### config.mk
export PLATFORM = sky130hd
export DESIGN_NAME = cnd_ctrl
export DESIGN_NICKNAME = d
export VERILOG_FILES = /design/src/cnd_pkg.sv /design/src/cnd_ctrl.sv
export SDC_FILE = /design/constraint.sdc
export NUM_CORES = 1
export LEC_CHECK = 0
export ABC_AREA = 1
export BUFFER_PORTS_ARGS = -buffer_cell sky130_fd_sc_hd__buf_2
export CELL_PAD_IN_SITES_DETAIL_PLACEMENT = 1
export CELL_PAD_IN_SITES_GLOBAL_PLACEMENT = 1
export CORE_MARGIN = 5
export CORE_UTILIZATION = 27
export CTS_CLUSTER_SIZE = 8
export DETAILED_ROUTE_END_ITERATION = 16
export HOLD_SLACK_MARGIN = 0.03
export PLACE_DENSITY_LB_ADDON = 0.1
export SYNTH_ARGS = -nofsm -noshare
export SYNTH_HDL_FRONTEND = slang
export SYNTH_SLANG_ARGS = --single-unit
### constraint.sdc
create_clock -name clk -period 1.9 [get_ports clk]
set_input_delay 0.475 -clock clk [delete_from_list [all_inputs] [get_ports clk]]
set_output_delay 0.475 -clock clk [all_outputs]
set_load 0.1 [all_outputs]
### src/cnd_pkg.sv
// Package: shared constants, state and command types for the cut normalize/dedup block.
package cnd_pkg;

    localparam int IDX_W  = 10;
    localparam int DATA_W = 32;
    localparam int ROWN_W = 6;
    localparam int STAT_W = 2;
    localparam int CFG_W  = 7;

    localparam logic [STAT_W-1:0] ST_OK    = 2'd0;
    localparam logic [STAT_W-1:0] ST_ZERO  = 2'd1;
    localparam logic [STAT_W-1:0] ST_FULL  = 2'd2;
    localparam logic [STAT_W-1:0] ST_TRUNC = 2'd3;

    localparam logic CMD_ELEMENT = 1'b0;
    localparam logic CMD_CLEAR   = 1'b1;

    typedef enum logic [4:0] {
        S_IDLE,
        S_EGCD,
        S_RGCD,
        S_DECIDE,
        S_NRD,
        S_NDIV,
        S_NWAIT,
        S_RSDIV,
        S_RSWAIT,
        S_INFO_WR,
        S_CJ,
        S_CJW,
        S_CA,
        S_CAL,
        S_CB,
        S_CBC,
        S_ERD,
        S_EOUT
    } state_t;

    typedef enum logic [1:0] {
        RD_CUR_I,
        RD_OLD_I,
        RD_CUR_K
    } rd_sel_t;

    typedef struct packed {
        logic    clear;
        logic    take_elem;
        logic    latch_run;
        logic    gcd_rs;
        logic    latch_g;
        logic    end_row;
        logic    emit_special;
        logic    store_orig;
        logic    begin_cut;
        logic    div_elem;
        logic    norm_wb;
        logic    div_rs;
        logic    latch_rsn;
        logic    info_wr;
        logic    i_clr;
        logic    i_inc;
        logic    j_inc;
        logic    a_load;
        logic    k_step;
        logic    set_match;
        logic    emit_elem;
        rd_sel_t rd_sel;
    } dp_cmd_t;

    typedef struct packed {
        logic gcd_done;
        logic div_done;
        logic last_in;
        logic full;
        logic too_long;
        logic is_orig;
        logic g_zero;
        logic out_free;
        logic i_last;
        logic k_last;
        logic j_end;
        logic info_eq;
        logic hit;
    } dp_stat_t;

endpackage

### src/cnd_ctrl.sv
// Controller: sequences element intake, GCD, normalization, compare and emission.
module cnd_ctrl (
    input  logic               clk,
    input  logic               rst_n,
    input  logic               in_valid,
    input  logic               in_command,
    output logic               in_ready,
    input  cnd_pkg::dp_stat_t  stat,
    output cnd_pkg::dp_cmd_t   cmd
);
    import cnd_pkg::*;

    state_t state_reg;
    state_t state_next;

    always_ff @(posedge clk or negedge rst_n)
    begin
        if (!rst_n)
        begin
            state_reg <= S_IDLE;
        end
        else
        begin
            state_reg <= state_next;
        end
    end

    always_comb
    begin
        state_next = state_reg;
        unique case (state_reg)
            S_IDLE:
            begin
                if (in_valid && in_command == CMD_ELEMENT)
                begin
                    state_next = S_EGCD;
                end
            end
            S_EGCD:
            begin
                if (stat.gcd_done)
                begin
                    state_next = stat.last_in ? S_RGCD : S_IDLE;
                end
            end
            S_RGCD:
            begin
                if (stat.gcd_done)
                begin
                    state_next = S_DECIDE;
                end
            end
            S_DECIDE:
            begin
                if (stat.out_free)
                begin
                    priority if (stat.full || stat.too_long || stat.is_orig)
                    begin
                        state_next = S_IDLE;
                    end
                    else if (stat.g_zero)
                    begin
                        state_next = S_INFO_WR;
                    end
                    else
                    begin
                        state_next = S_NRD;
                    end
                end
            end
            S_NRD:    state_next = S_NDIV;
            S_NDIV:   state_next = S_NWAIT;
            S_NWAIT:
            begin
                if (stat.div_done)
                begin
                    state_next = stat.i_last ? S_RSDIV : S_NRD;
                end
            end
            S_RSDIV:  state_next = S_RSWAIT;
            S_RSWAIT:
            begin
                if (stat.div_done)
                begin
                    state_next = S_INFO_WR;
                end
            end
            S_INFO_WR: state_next = S_CJ;
            S_CJ:      state_next = stat.j_end ? S_ERD : S_CJW;
            S_CJW:     state_next = stat.info_eq ? S_CA : S_CJ;
            S_CA:      state_next = S_CAL;
            S_CAL:     state_next = S_CB;
            S_CB:      state_next = S_CBC;
            S_CBC:
            begin
                priority if (!stat.k_last)
                begin
                    state_next = S_CB;
                end
                else if (!stat.hit)
                begin
                    state_next = S_CJ;
                end
                else if (stat.i_last)
                begin
                    state_next = S_ERD;
                end
                else
                begin
                    state_next = S_CA;
                end
            end
            S_ERD:     state_next = S_EOUT;
            S_EOUT:
            begin
                if (stat.out_free)
                begin
                    state_next = stat.i_last ? S_IDLE : S_ERD;
                end
            end
            default:   state_next = S_IDLE;
        endcase
    end

    always_comb
    begin
        cmd        = '0;
        cmd.rd_sel = RD_CUR_I;
        in_ready   = 1'b0;
        unique case (state_reg)
            S_IDLE:
            begin
                in_ready = 1'b1;
                if (in_valid)
                begin
                    cmd.clear     = (in_command == CMD_CLEAR);
                    cmd.take_elem = (in_command == CMD_ELEMENT);
                end
            end
            S_EGCD:
            begin
                cmd.latch_run = stat.gcd_done;
                cmd.gcd_rs    = stat.gcd_done && stat.last_in;
            end
            S_RGCD:
            begin
                cmd.latch_g = stat.gcd_done;
            end
            S_DECIDE:
            begin
                if (stat.out_free)
                begin
                    cmd.end_row = 1'b1;
                    priority if (stat.full || stat.too_long)
                    begin
                        cmd.emit_special = 1'b1;
                    end
                    else if (stat.is_orig)
                    begin
                        cmd.store_orig = 1'b1;
                    end
                    else
                    begin
                        cmd.begin_cut = 1'b1;
                    end
                end
            end
            S_NRD:
            begin
                cmd.rd_sel = RD_CUR_I;
            end
            S_NDIV:
            begin
                cmd.div_elem = 1'b1;
            end
            S_NWAIT:
            begin
                cmd.norm_wb = stat.div_done;
                cmd.i_inc   = stat.div_done && !stat.i_last;
            end
            S_RSDIV:
            begin
                cmd.div_rs = 1'b1;
            end
            S_RSWAIT:
            begin
                cmd.latch_rsn = stat.div_done;
            end
            S_INFO_WR:
            begin
                cmd.info_wr = 1'b1;
            end
            S_CJ:
            begin
                cmd.i_clr = stat.j_end;
            end
            S_CJW:
            begin
                cmd.i_clr = stat.info_eq;
                cmd.j_inc = !stat.info_eq;
            end
            S_CA:
            begin
                cmd.rd_sel = RD_OLD_I;
            end
            S_CAL:
            begin
                cmd.rd_sel = RD_OLD_I;
                cmd.a_load = 1'b1;
            end
            S_CB:
            begin
                cmd.rd_sel = RD_CUR_K;
            end
            S_CBC:
            begin
                cmd.rd_sel = RD_CUR_K;
                cmd.k_step = 1'b1;
                if (stat.k_last)
                begin
                    cmd.j_inc     = !stat.hit;
                    cmd.set_match = stat.hit && stat.i_last;
                    cmd.i_clr     = stat.hit && stat.i_last;
                    cmd.i_inc     = stat.hit && !stat.i_last;
                end
            end
            S_ERD:
            begin
                cmd.rd_sel = RD_CUR_I;
            end
            S_EOUT:
            begin
                cmd.emit_elem = stat.out_free;
                cmd.i_inc     = stat.out_free && !stat.i_last;
            end
            default:
            begin
                cmd.rd_sel = RD_CUR_I;
            end
        endcase
    end
endmodule

==> results of run 1 <==
metrics by stage:
stage	instances	hold WS, ns	instance area (sq um)	TNS [ns]
after detailed placement	262	0.295	1820	-0.140
after global placement	262	0.289	1820	0
after floorplan	161	0.179	997	-6.07
kinds of logic after synthesis:
family	after synthesis	share of synthesized area, %
compound gates	6	4.79
simple gates	124	67.2
buf+inv	26	12.5
flops	5	15.5
cells in the mapped netlist, drive strengths merged:
cell type  instances
a21oi              2
buf                1
clkinv             1
dfrtp              5
inv               24
nand2             55
nand3             21
nand4              6
nor2              41
nor4               1
o211ai             1
o21ai              1
o31ai              1
o32ai              1
==> summary.md, run 1 <==
| Metric | Value |
|---|---|
| Outcome | aborted with a tool error |
| Stage at which the flow ended | clock tree synthesis |
| Halt Reason | [ERROR DPL-0033] detailed placement checks failed during check placement. |
| Post-synth design cell area | just over 800 sq um |
| Resize count post-CTS | 37 |
| Syn. warnings | 0 |
| Post-synth cell types | 19 |
| Std cell rows | 19 |
| Cell accounting for the most synthesized area | nand2_1 |
| Number of instances in the synthesized netlist | 161 |
| H-tree lvl count | 1 |
| Part of the Yosys area used for sequential elements | 15.5% |
| Height of the die | 64.8 um |
| Net count of the mapped netlist | 178 |
| Worst setup slack before clock tree synthesis | -0.0780 ns |
| Initial core utilization | 28.9% |
| Gp weighted congestion | about 0.91 |
| Post-synthesis sequential element count | 5 |
| Count of hold-fix buffers inserted at cts | 0 |
| Post-synth top area share | 25.0% |
| Average size of a mapped cell | 5.03 sq um |
| Maximum clock insertion buffer count | 2 |
| X dimension of the die | roughly 65 um |
| Top cells by area in the synthesized netlist | nand2_1 25%, nor2_1 16%, dfrtp_1 15% |
| Top-Level Pins | 41 |
| Number of clock sinks | 5 |
| Number of setup buffers added after CTS | 12 |
| HPWL after DPL | 3790 um |
| Number of CTS-inserted buffers | 3 |
| Buffers added on ports | 40 |
| Clock root buffer | clkbuf_4 |
==> run 2: changes to the inputs <==
==> config.mk (replaced) <==
export PLATFORM = sky130hd
export DESIGN_NAME = cnd_ctrl
export DESIGN_NICKNAME = d
export VERILOG_FILES = /design/src/cnd_pkg.sv /design/src/cnd_ctrl.sv
export SDC_FILE = /design/constraint.sdc
export NUM_CORES = 1
export LEC_CHECK = 0
export ABC_AREA = 1
export BUFFER_PORTS_ARGS = -buffer_cell sky130_fd_sc_hd__buf_2
export CORE_AREA = 5 5 66 68
export DETAILED_ROUTE_END_ITERATION = 16
export DIE_AREA = 0 0 71 73
export PLACE_DENSITY_LB_ADDON = 0.15
export SYNTH_ARGS = -nofsm -noshare
export SYNTH_HDL_FRONTEND = slang
export SYNTH_SLANG_ARGS = --single-unit
==> summary.md, run 2 <==
| Metric | Value |
|---|---|
| Outcome | finished, violations left |
| Failing checks | negative setup slack |
| Remaining number of nets flagged by the antenna check after routing | 0 |
| Core box area | around 3800 sq um |
| Top_reg_cell synth | dfrtp_1 |
| Worst min path class | in2async |
| Std cell rows | 23 |
| Layout-stage area growth over the synthesis result | 157% |
| Element type at the critical path end | output port |
| Final hold vios | 0 |
| RR Startpoint | state_reg[0] |
| Cell leakage power | 0.981 nW |
| All-layer global routing usage | around an eighth |
| Part of the Yosys area used for sequential elements | between 10% and 20% |
| Startpoint types | flip-flop |
| Max IR drop VDD | about 1100 uV |
| Relative contribution of sequential cells to total power | 9.1% |
| Maximum clock insertion buffer count | 2 |
| Clock skew after layout | ~0.0023 ns |
| Cells traversed along the worst timing path | buf_6, nor2_4, nand3_1, nand3_1, o31ai_4, buf_12 |
| Max-capacitance violation count | 0 |
| Number of placed instances, taps included | approximately 270 |
| X dimension of the die | just over 70 um |
| Setup violators final | 17 |
| Buffers added on ports | 40 |
| HPWL after DPL | around 2800 um |
| Stage delay of the slowest cell on the critical path | a little over 0.4 ns |
| Vias in the first global route | approximately 1300 |
| Number of nets in the layout | 261 |
| Number of detailed-routing iterations run before antenna repair | 4 |
| List of most frequent post-synthesis cells | 54 x nand2_1, 34 x nor2_1, 20 x nand3_1 |
| Post-synth design cell area | 810 sq um |
| Clock root buffer | clkbuf_8 |
| H-tree lvl count | 1 |
| Iter 0 DRT Violations | 51 |
| Relative slew slack | 82.2% |
| Actual slew at the worst max-slew pin | ~0.26 ns |
| Sw Share | between 50% and 60% |
| Pin count of the biggest net entering global routing | 8 |
| Number of clock sinks | 5 |
| Height of the die | roughly 73 um |
| Final standard cell count with taps included and fillers excluded | 293 |
| Shortest clock period the worst path allows after layout | 2.03 ns |
| Crit path buf inv count | 2 |
| Post-route setup TNS | -0.968 ns |
| Net Sw Power | between 1 and 1.5 mW |
| Total vias in the final route | 1307 |
| Top cells by area in the synthesized netlist | nand2_1 25%, nor2_1 16%, dfrtp_1 15% |
| Crit-path leading delay family | simple AND/OR/NAND/NOR gates |
| Number of instances in the synthesized netlist | 161 |
| Via/cell ratio | ~4.5 |
| Post-synth top area share | around 25% |
| Post-route design area | 2080 sq um |
| Power density of the placed cells | 929 nW/um^2 |
| RSZ-0062 raised after global routing | yes |
| WP data required | approximately 1.4 ns |
| Top-Level Pins | 41 |
| Critical path launch point | state_reg[1] |
| Number of diodes added for antenna fixing | 0 |
| Clock tree from TritonCTS | built |
| Layout filler cell count | 379 |
| Cell accounting for the most synthesized area | nand2_1 |
| Combined flip-flop and latch cell area | 129 sq um |
| Final clock period utilization by the worst path | 107% |
| Combinational power share | between 80% and 90% |
| Final worst-path setup slack | -0.130 ns |
| Most prevalent standard cell on the critical path | nand3_1 |
| Average size of a mapped cell | 5.03 sq um |
| Most frequent cell after synthesis | nand2_1 |
| Share of final-layout standard cells stronger than drive strength 1 | 58.4% |
| Post-synthesis sequential element count | 5 |
| Clock insertion delay at the later pin of the skew report | 0.22 ns |
| Multi-input gate area in the final layout | 843 sq um |
| Worst Path Class, Setup | reg2out |
| FMAX | 493 MHz |
| Die outline area | 5180 sq um |
| Post-synth cell types | 19 |
| Placed cell area | between 1500 and 2000 sq um |
| WL per Instance | 11.5 um |
| Internal power | 0.906 mW |
| Maximum fanout along the worst path | 5 |
| Number of CTS-inserted buffers | 3 |
| Critical-path cell with the highest stage delay | dfrtp_1 |
| Gp weighted congestion | 0.837 |
| Leading cell types in the layout, fill and taps excluded | 47 x nand2_1, 30 x buf_4, 24 x buf_12 |
| Number of flip-flops under the largest register name | 5 |
| Net count of the mapped netlist | around 180 |
| Final total power | 1.93 mW |
| Final core utilization | 54.7% |
| Initial antenna violation count | 0 |
| Clock power share | 10.3% |
| Most common cell after layout, fill and taps aside | nand2_1 |
| Drc violations | 0 |
| Global-route wire length before repair | between 5000 and 6000 um |
| Worst-path clk slew | 0.04 ns |
| Final wirelength | 3370 um |
| Initial core utilization | 21.3% |
| Grt ovf | 0 |
| Share of flip-flops with an asynchronous set or reset | 100% |
| Syn. warnings | 0 |
| Data arrival at the endpoint of the critical path | 1.55 ns |
| Max-slew violation count | 0 |
| EDFF count, synth | 0 |
-- run 2: cell counts after synthesis --
No cell type changed its count.
-- run 2: timing repair --
| item | in CTS | in global routing |
|---|---|---|
| hold buffers | 0 | 0 |
| pin swaps | 7 | 6 |
| endpoints found under the setup margin | 19 | 23 |
| setup buffers | 10 | 7 |
| resized for setup | 18 | 19 |
-- run 2: stage by stage --
stage	hold WS (ns)	setup WS (ns)
final	0.0620	-0.130
after global routing	0.0733	-0.173
after CTS	0.0657	-0.123
after detailed placement	0.296	-0.00809
after global placement	0.297	0.00930
after floorplan	0.179	-0.810
-- run 2: worst paths after layout --
kind	end	slack [ns]	cells after the start
max in group asynchronous	state_reg[0]	1.69	1
worst max register to register	state_reg[3]	0.40	10
worst min-delay path	state_reg[4]	0.06	1
min in group clk	state_reg[2]	0.71	6
worst min register to register	state_reg[0]	0.79	4
worst max-delay path	cmd[7]	-0.13	6
-- run 2: area by class of cell --
class                           instances  area share (%)
Timing Repair Buffer                   79            42.7
Tap cell                               50            3.01
Clock buffer                            4            2.17
Inverter                               25            5.42
Sequential cell                         5            6.20
Multi-Input combinational cell        130            40.6
-- run 2: power by group through the flow --
stage | sequential, mW | clock (mW) | combinational [mW]
floorplan | 0.184 | 0 | 0.816
global placement | 0.176 | 0 | 1.28
detailed placement | 0.178 | 0 | 1.28
CTS | 0.173 | 0.198 | 1.40
global route | 0.180 | 0.205 | 1.66
finish | 0.176 | 0.199 | 1.56
-- run 2: routing by layer --
layer,wire (um),GRT usage (%)
met2,1660,23.1
met4,25,2.09
met3,230,2.34
met1,1460,16.8
met5,0,0
-- run 2: cell families after synthesis --
family | share of synthesized area, %
compound gates | 4.79
buf+inv | 12.5
flops | 15.5
simple gates | 67.2
-- run 2: worst reg2reg max path, cell delays in order, from the launching register on --
cell and delay (ns):
dfrtp_2 0.45, nand2_2 0.11, buf_4 0.14, inv_2 0.07, nand2_1 0.12, buf_4 0.13
nand3_1 0.07, nor2_1 0.12, nand2_1 0.06, nand2_1 0.06, nand2_1 0.06
Power figures use the tool's default switching activity.
==> run 3: changes to the inputs <==
--- a/config.mk
+++ b/config.mk
@@ -8,6 +8,7 @@
 export ABC_AREA = 1
 export BUFFER_PORTS_ARGS = -buffer_cell sky130_fd_sc_hd__buf_2
 export CORE_AREA = 5 5 66 68
+export CTS_CLUSTER_DIAMETER = 80
 export DETAILED_ROUTE_END_ITERATION = 16
 export DIE_AREA = 0 0 71 73
 export PLACE_DENSITY_LB_ADDON = 0.15
==> constraint.sdc (replaced) <==
create_clock -name clk -period 1.9 [get_ports clk]
set_input_delay 0.475 -clock clk [delete_from_list [all_inputs] [get_ports clk]]
set_output_delay 0.475 -clock clk [all_outputs]
set_load 0.01 [all_outputs]
==> summary.md, run 3 (synthesis results as in run 2) <==
| Metric | Value |
|---|---|
| Reg-to-reg slack, setup | 0.34 ns |
| Remaining number of nets flagged by the antenna check after routing | 0 |
| Cells traversed along the worst timing path | inv_4, nand2_4, nor2_4, nand2_2, o21ai_1, nand3_1, o31ai_2, buf_2 |
| Actual slew at the worst max-slew pin | 0.260 ns |
| Critical-path cell with the highest stage delay | dfrtp_2 |
| Element type at the critical path end | output port |
| Top-Level Pins | 41 |
| HPWL after DPL | 2770 um |
| Setup violators final | 3 |
| Number of nets in the layout | 244 |
| Max IR drop VDD | 343 uV |
| Clock insertion delay at the later pin of the skew report | about 0.22 ns |
| Number of flip-flops under the largest register name | 5 |
| Clock skew after layout | 0.00412 ns |
| Buffers added on ports | 40 |
| Combined flip-flop and latch cell area | 131 sq um |
| Max-slew violation count | 0 |
| WL per Instance | between 10 and 15 um |
| Wire length on met1 | 1350 um |
| Final clock period utilization by the worst path | 102% |
| Worst min path class | in2async |
| Grt ovf | 0 |
| Initial antenna violation count | 0 |
| X dimension of the die | 71 um |
| Relative slew slack | 82.6% |
| Final standard cell count with taps included and fillers excluded | 276 |
| Height of the die | 73 um |
| Share of final-layout standard cells stronger than drive strength 1 | a little under half |
| Most common cell after layout, fill and taps aside | nand2_1 |
| Worst Path Class, Setup | reg2out |
| Global-route wire length before repair | approximately 5400 um |
| Number of diodes added for antenna fixing | 0 |
| Layout filler cell count | 442 |
| Iter 0 DRT Violations | 42 |
| Cell leakage power | roughly 0.86 nW |
| Leading cell types in the layout, fill and taps excluded | 47 x nand2_1, 40 x buf_2, 28 x nor2_1 |
| H-tree lvl count | 1 |
| Max-capacitance violation count | 0 |
| Via/cell ratio | 4.38 |
| Clock tree from TritonCTS | built |
| Final worst-path setup slack | -0.0314 ns |
| WP data required | 1.42 ns |
| Core box area | 3800 sq um |
| Vias in the first global route | 1197 |
| Initial core utilization | 21.3% |
| Data arrival at the endpoint of the critical path | 1.46 ns |
| Placed cell area | 1160 sq um |
| Met2 WL post-DR | roughly 1800 um |
| Std cell rows | 23 |
| Worst-path clk slew | 0.04 ns |
| All-layer global routing usage | 12.7% |
| RSZ-0062 raised after global routing | yes |
| Failing checks | negative setup slack |
| Clock root buffer | clkbuf_8 |
| Worst setup slack before clock tree synthesis | between 0.07 and 0.08 ns |
| Routed met3 length | 145 um |
| Post-route design area | 1420 sq um |
| Number of detailed-routing iterations run before antenna repair | 4 |
| Final wirelength | 3340 um |
| Die outline area | 5180 sq um |
| Outcome | finished, violations left |
| Pin count of the biggest net entering global routing | 8 |
| Layout-stage area growth over the synthesis result | 75.1% |
| Power density of the placed cells | 841 nW/um^2 |
| Shortest clock period the worst path allows after layout | 1.93 ns |
| Number of CTS-inserted buffers | 3 |
| Number of clock sinks | 5 |
| Maximum fanout along the worst path | 7 |
| Multi-input gate area in the final layout | 699 sq um |
| Final hold vios | 0 |
| Highest signal layer in the routed design | met4 |
| Drc violations | 0 |
| Maximum clock insertion buffer count | 2 |
| Startpoint types | flip-flop |
| Total vias in the final route | about 1200 |
| Gp weighted congestion | 0.834 |
| FMAX | between 500 and 600 MHz |
| Number of placed instances, taps included | roughly 260 |
| Stage delay of the slowest cell on the critical path | 0.47 ns |
run 3: final timing paths:
path                         startpoint      endpoint  cells past startpoint
max reg2reg                state_reg[3]  state_reg[1]                     11
max                        state_reg[2]        cmd[7]                      8
min reg2reg                state_reg[0]  state_reg[0]                      2
min in group clk           state_reg[0]  state_reg[0]                      2
max in group asynchronous         rst_n  state_reg[1]                      1
min                               rst_n  state_reg[0]                      1
run 3: routing by layer:
| layer | vias up | global-route usage [%] |
|---|---|---|
| met3 | 6 | 1.79 |
| met1 | 537 | 14.5 |
| met2 | 27 | 23.9 |
| met5 | - | 0 |
| met4 | 0 | 4.80 |
| li1 | 640 | - |
run 3: repair_timing:
action | 4_1_cts | 5_1_grt
buffers inserted | 5 | 4
gates resized for setup | 16 | 26
cloned | 0 | 0
setup endpoints to repair | 10 | 15
pin swaps | 0 | 6
hold buffers | 0 | 0
run 3: metrics by stage:
step / total power, mW / hold WS [ns] / TNS [ns] / utilization [%]
floorplan: 0.599 / 0.179 / 0 / -
global route: 1.30 / 0.0602 / -0.773 / 37.3
detailed placement: 0.853 / 0.300 / 0 / 30.6
finish: 1.19 / 0.0652 / -0.0457 / 37.3
global placement: 0.862 / 0.297 / 0 / 30.6
CTS: 1.13 / 0.0636 / -0.0164 / 34.1
run 3: power breakdown:
group / leakage, nW / internal (mW) / switching [mW]
logic: 0.779 / 0.309 / 0.478
registers: 0.0594 / 0.136 / 0.0739
clock network: 0.0255 / 0.141 / 0.0543
total: 0.864 / 0.586 / 0.606
run 3: area by class of cell:
class | count | share of cell area, %
clock buffers | 3 | 2.91
clock inverters | 1 | 0.353
inverters | 25 | 7.15
multi-input cells | 130 | 49.3
flip-flops and latches | 5 | 9.27
well taps | 50 | 4.41
repair buffers | 62 | 26.6
run 3: critical path: cells and delay by family (launching register included):
family	cells	cell delay, ns
buffers and inverters	2	0.26
and+or+nand+nor	4	0.36
DFF	1	0.47
AOI/OAI and AO/OA	2	0.14
==> run 4: changes to the inputs <==
--- a/config.mk
+++ b/config.mk
@@ -12,6 +12,7 @@
 export DETAILED_ROUTE_END_ITERATION = 16
 export DIE_AREA = 0 0 71 73
 export PLACE_DENSITY_LB_ADDON = 0.15
+export RECOVER_POWER = 100
 export SYNTH_ARGS = -nofsm -noshare
 export SYNTH_HDL_FRONTEND = slang
 export SYNTH_SLANG_ARGS = --single-unit
==> summary.md, run 4 (synthesis results as in run 2) <==
| Metric | Value |
|---|---|
| Initial antenna violation count | 0 |
| Core box area | 3800 sq um |
| Leading cell types in the layout, fill and taps excluded | 47 x nand2_1, 39 x buf_2, 28 x nor2_1 |
| Gp weighted congestion | about 0.83 |
| Worst Path Class, Setup | reg2out |
| Setup violators final | 3 |
| Net Sw Power | just over 0.6 mW |
| Final wirelength | 3340 um |
| Height of the die | 73 um |
| Clock insertion delay at the later pin of the skew report | ~0.22 ns |
| Top-Level Pins | ~40 |
| Number of clock sinks | 5 |
| Final worst-path setup slack | -0.0308 ns |
| WP data required | 1.42 ns |
| Total vias in the final route | 1211 |
| Max IR drop VDD | 343 uV |
| Maximum clock insertion buffer count | 2 |
| Grt ovf | 0 |
| Number of detailed-routing iterations run before antenna repair | 4 |
| Relative contribution of sequential cells to total power | 17.6% |
| Element type at the critical path end | output port |
| Max-capacitance violation count | 0 |
| Count of hold-fix buffers inserted at cts | 0 |
| Global-route wire length before repair | around 5400 um |
| Internal power | 0.585 mW |
| Cell leakage power | 0.861 nW |
| HPWL after DPL | 2770 um |
| Clock tree from TritonCTS | built |
| All-layer global routing usage | 12.7% |
| Worst-path clk slew | about 0.040 ns |
| Initial core utilization | a little over a fifth |
| Number of diodes added for antenna fixing | 0 |
| Pin count of the biggest net entering global routing | 8 |
| Via/cell ratio | 4.39 |
| FMAX | 518 MHz |
| Relative slew slack | 81.0% |
| Clock root buffer | clkbuf_8 |
| Actual slew at the worst max-slew pin | 0.285 ns |
| Number of CTS-inserted buffers | 3 |
| X dimension of the die | 71 um |
| RSZ-0062 raised after global routing | yes |
| Die outline area | ~5200 sq um |
| Outcome | finished, violations left |
| Hold Slack | 0.105 ns |
| Remaining number of nets flagged by the antenna check after routing | 0 |
| Most common cell after layout, fill and taps aside | nand2_1 |
| Placed cell area | ~1200 sq um |
| Number of nets in the layout | 244 |
| H-tree lvl count | 1 |
| Power density of the placed cells | 840 nW/um^2 |
| Share of final-layout standard cells stronger than drive strength 1 | about 46% |
| Buffers added on ports | 40 |
| Number of flip-flops under the largest register name | 5 |
| Clock power share | 16.4% |
| Std cell rows | 23 |
| Worst min path class | in2async |
| Maximum fanout along the worst path | 7 |
| Final clock period utilization by the worst path | 102% |
| Drc violations | 0 |
| Iter 0 DRT Violations | 42 |
| WL per Instance | 12.1 um |
| Max-slew violation count | 0 |
| Data arrival at the endpoint of the critical path | 1.46 ns |
| Post-route design area | between 1000 and 1500 sq um |
| Failing checks | negative setup slack |
| Vias in the first global route | 1197 |
| Final hold vios | 0 |
| Shortest clock period the worst path allows after layout | 1.93 ns |
| Combinational power share | 66.0% |
| Startpoint types | flip-flop |
| Layout-stage area growth over the synthesis result | 75.0% |
| Clock skew after layout | 0.00403 ns |
| Sw Share | 50.8% |
run 4: cell types whose count changed in the layout (fill, tap and decap cells not counted):
| cell | delta |
|---|---|
| buf_2 | -1 |
| clkbuf_1 | +1 |
run 4: repair_timing:
action / in CTS / in global routing
pin swaps: 0 / 6
setup buffers: 5 / 4
setup endpoints to repair: 10 / 15
resized for setup: 16 / 26
run 4: critical path: stages (launching register included):
cell and delay (ns):
dfrtp_2 0.47, inv_4 0.10, nand2_4 0.06, nor2_4 0.13, nand2_2 0.07, o21ai_1 0.07, nand3_1 0.10, o31ai_2 0.07
buf_2 0.16
run 4: cell type report:
class	instances	area [sq um]
clock buffer	3	41.3
timing repair buffer	62	375
multi-input combinational	130	699
fill	440	2380
inverter	25	101
sequential	5	131
tap	50	62.6
clock inverter	1	5.00
run 4: per-stage QoR:
step | power (mW) | utilization [%] | TNS, ns | std cells | worst slack (ns)
2_1_floorplan | 0.599 | - | 0 | 161 | 0.0623
3_3_place_gp | 0.862 | 30.6 | 0 | 263 | 0.0503
3_5_place_dp | 0.853 | 30.6 | 0 | 263 | 0.0740
4_1_cts | 1.13 | 34.1 | -0.0164 | 272 | -0.0164
5_1_grt | 1.30 | 37.3 | -0.773 | 276 | -0.124
6_report | 1.19 | 37.3 | -0.0449 | 276 | -0.0308
run 4: power groups by stage:
stage | clock (mW) | sequential [mW] | combinational [mW]
floorplan | 0 | 0.181 | 0.418
CTS | 0.200 | 0.207 | 0.722
finish | 0.195 | 0.210 | 0.786
detailed placement | 0 | 0.189 | 0.664
global placement | 0 | 0.188 | 0.674
global route | 0.212 | 0.217 | 0.873
run 4: path summary, 6_finish.rpt:
path                               from      endpoint  slack (ns)  cells after the start
min                               rst_n  state_reg[3]        0.11                      1
min reg2reg                state_reg[0]  state_reg[0]        0.65                      2
max reg2reg                state_reg[3]  state_reg[1]        0.35                     11
max in group asynchronous         rst_n  state_reg[1]        1.55                      1
min in group clk           state_reg[0]  state_reg[0]        0.65                      2
max                        state_reg[2]        cmd[7]       -0.03                      8
run 4: metal layers:
layer  global-route usage [%]  vias to the layer above  share of wire (%)
met3                     1.79                        6                4.2
met2                     23.9                       27                 53
li1                         -                      640                  -
met4                     4.80                        0                2.2
met5                        0                        -                  0
met1                     14.5                      538                 41
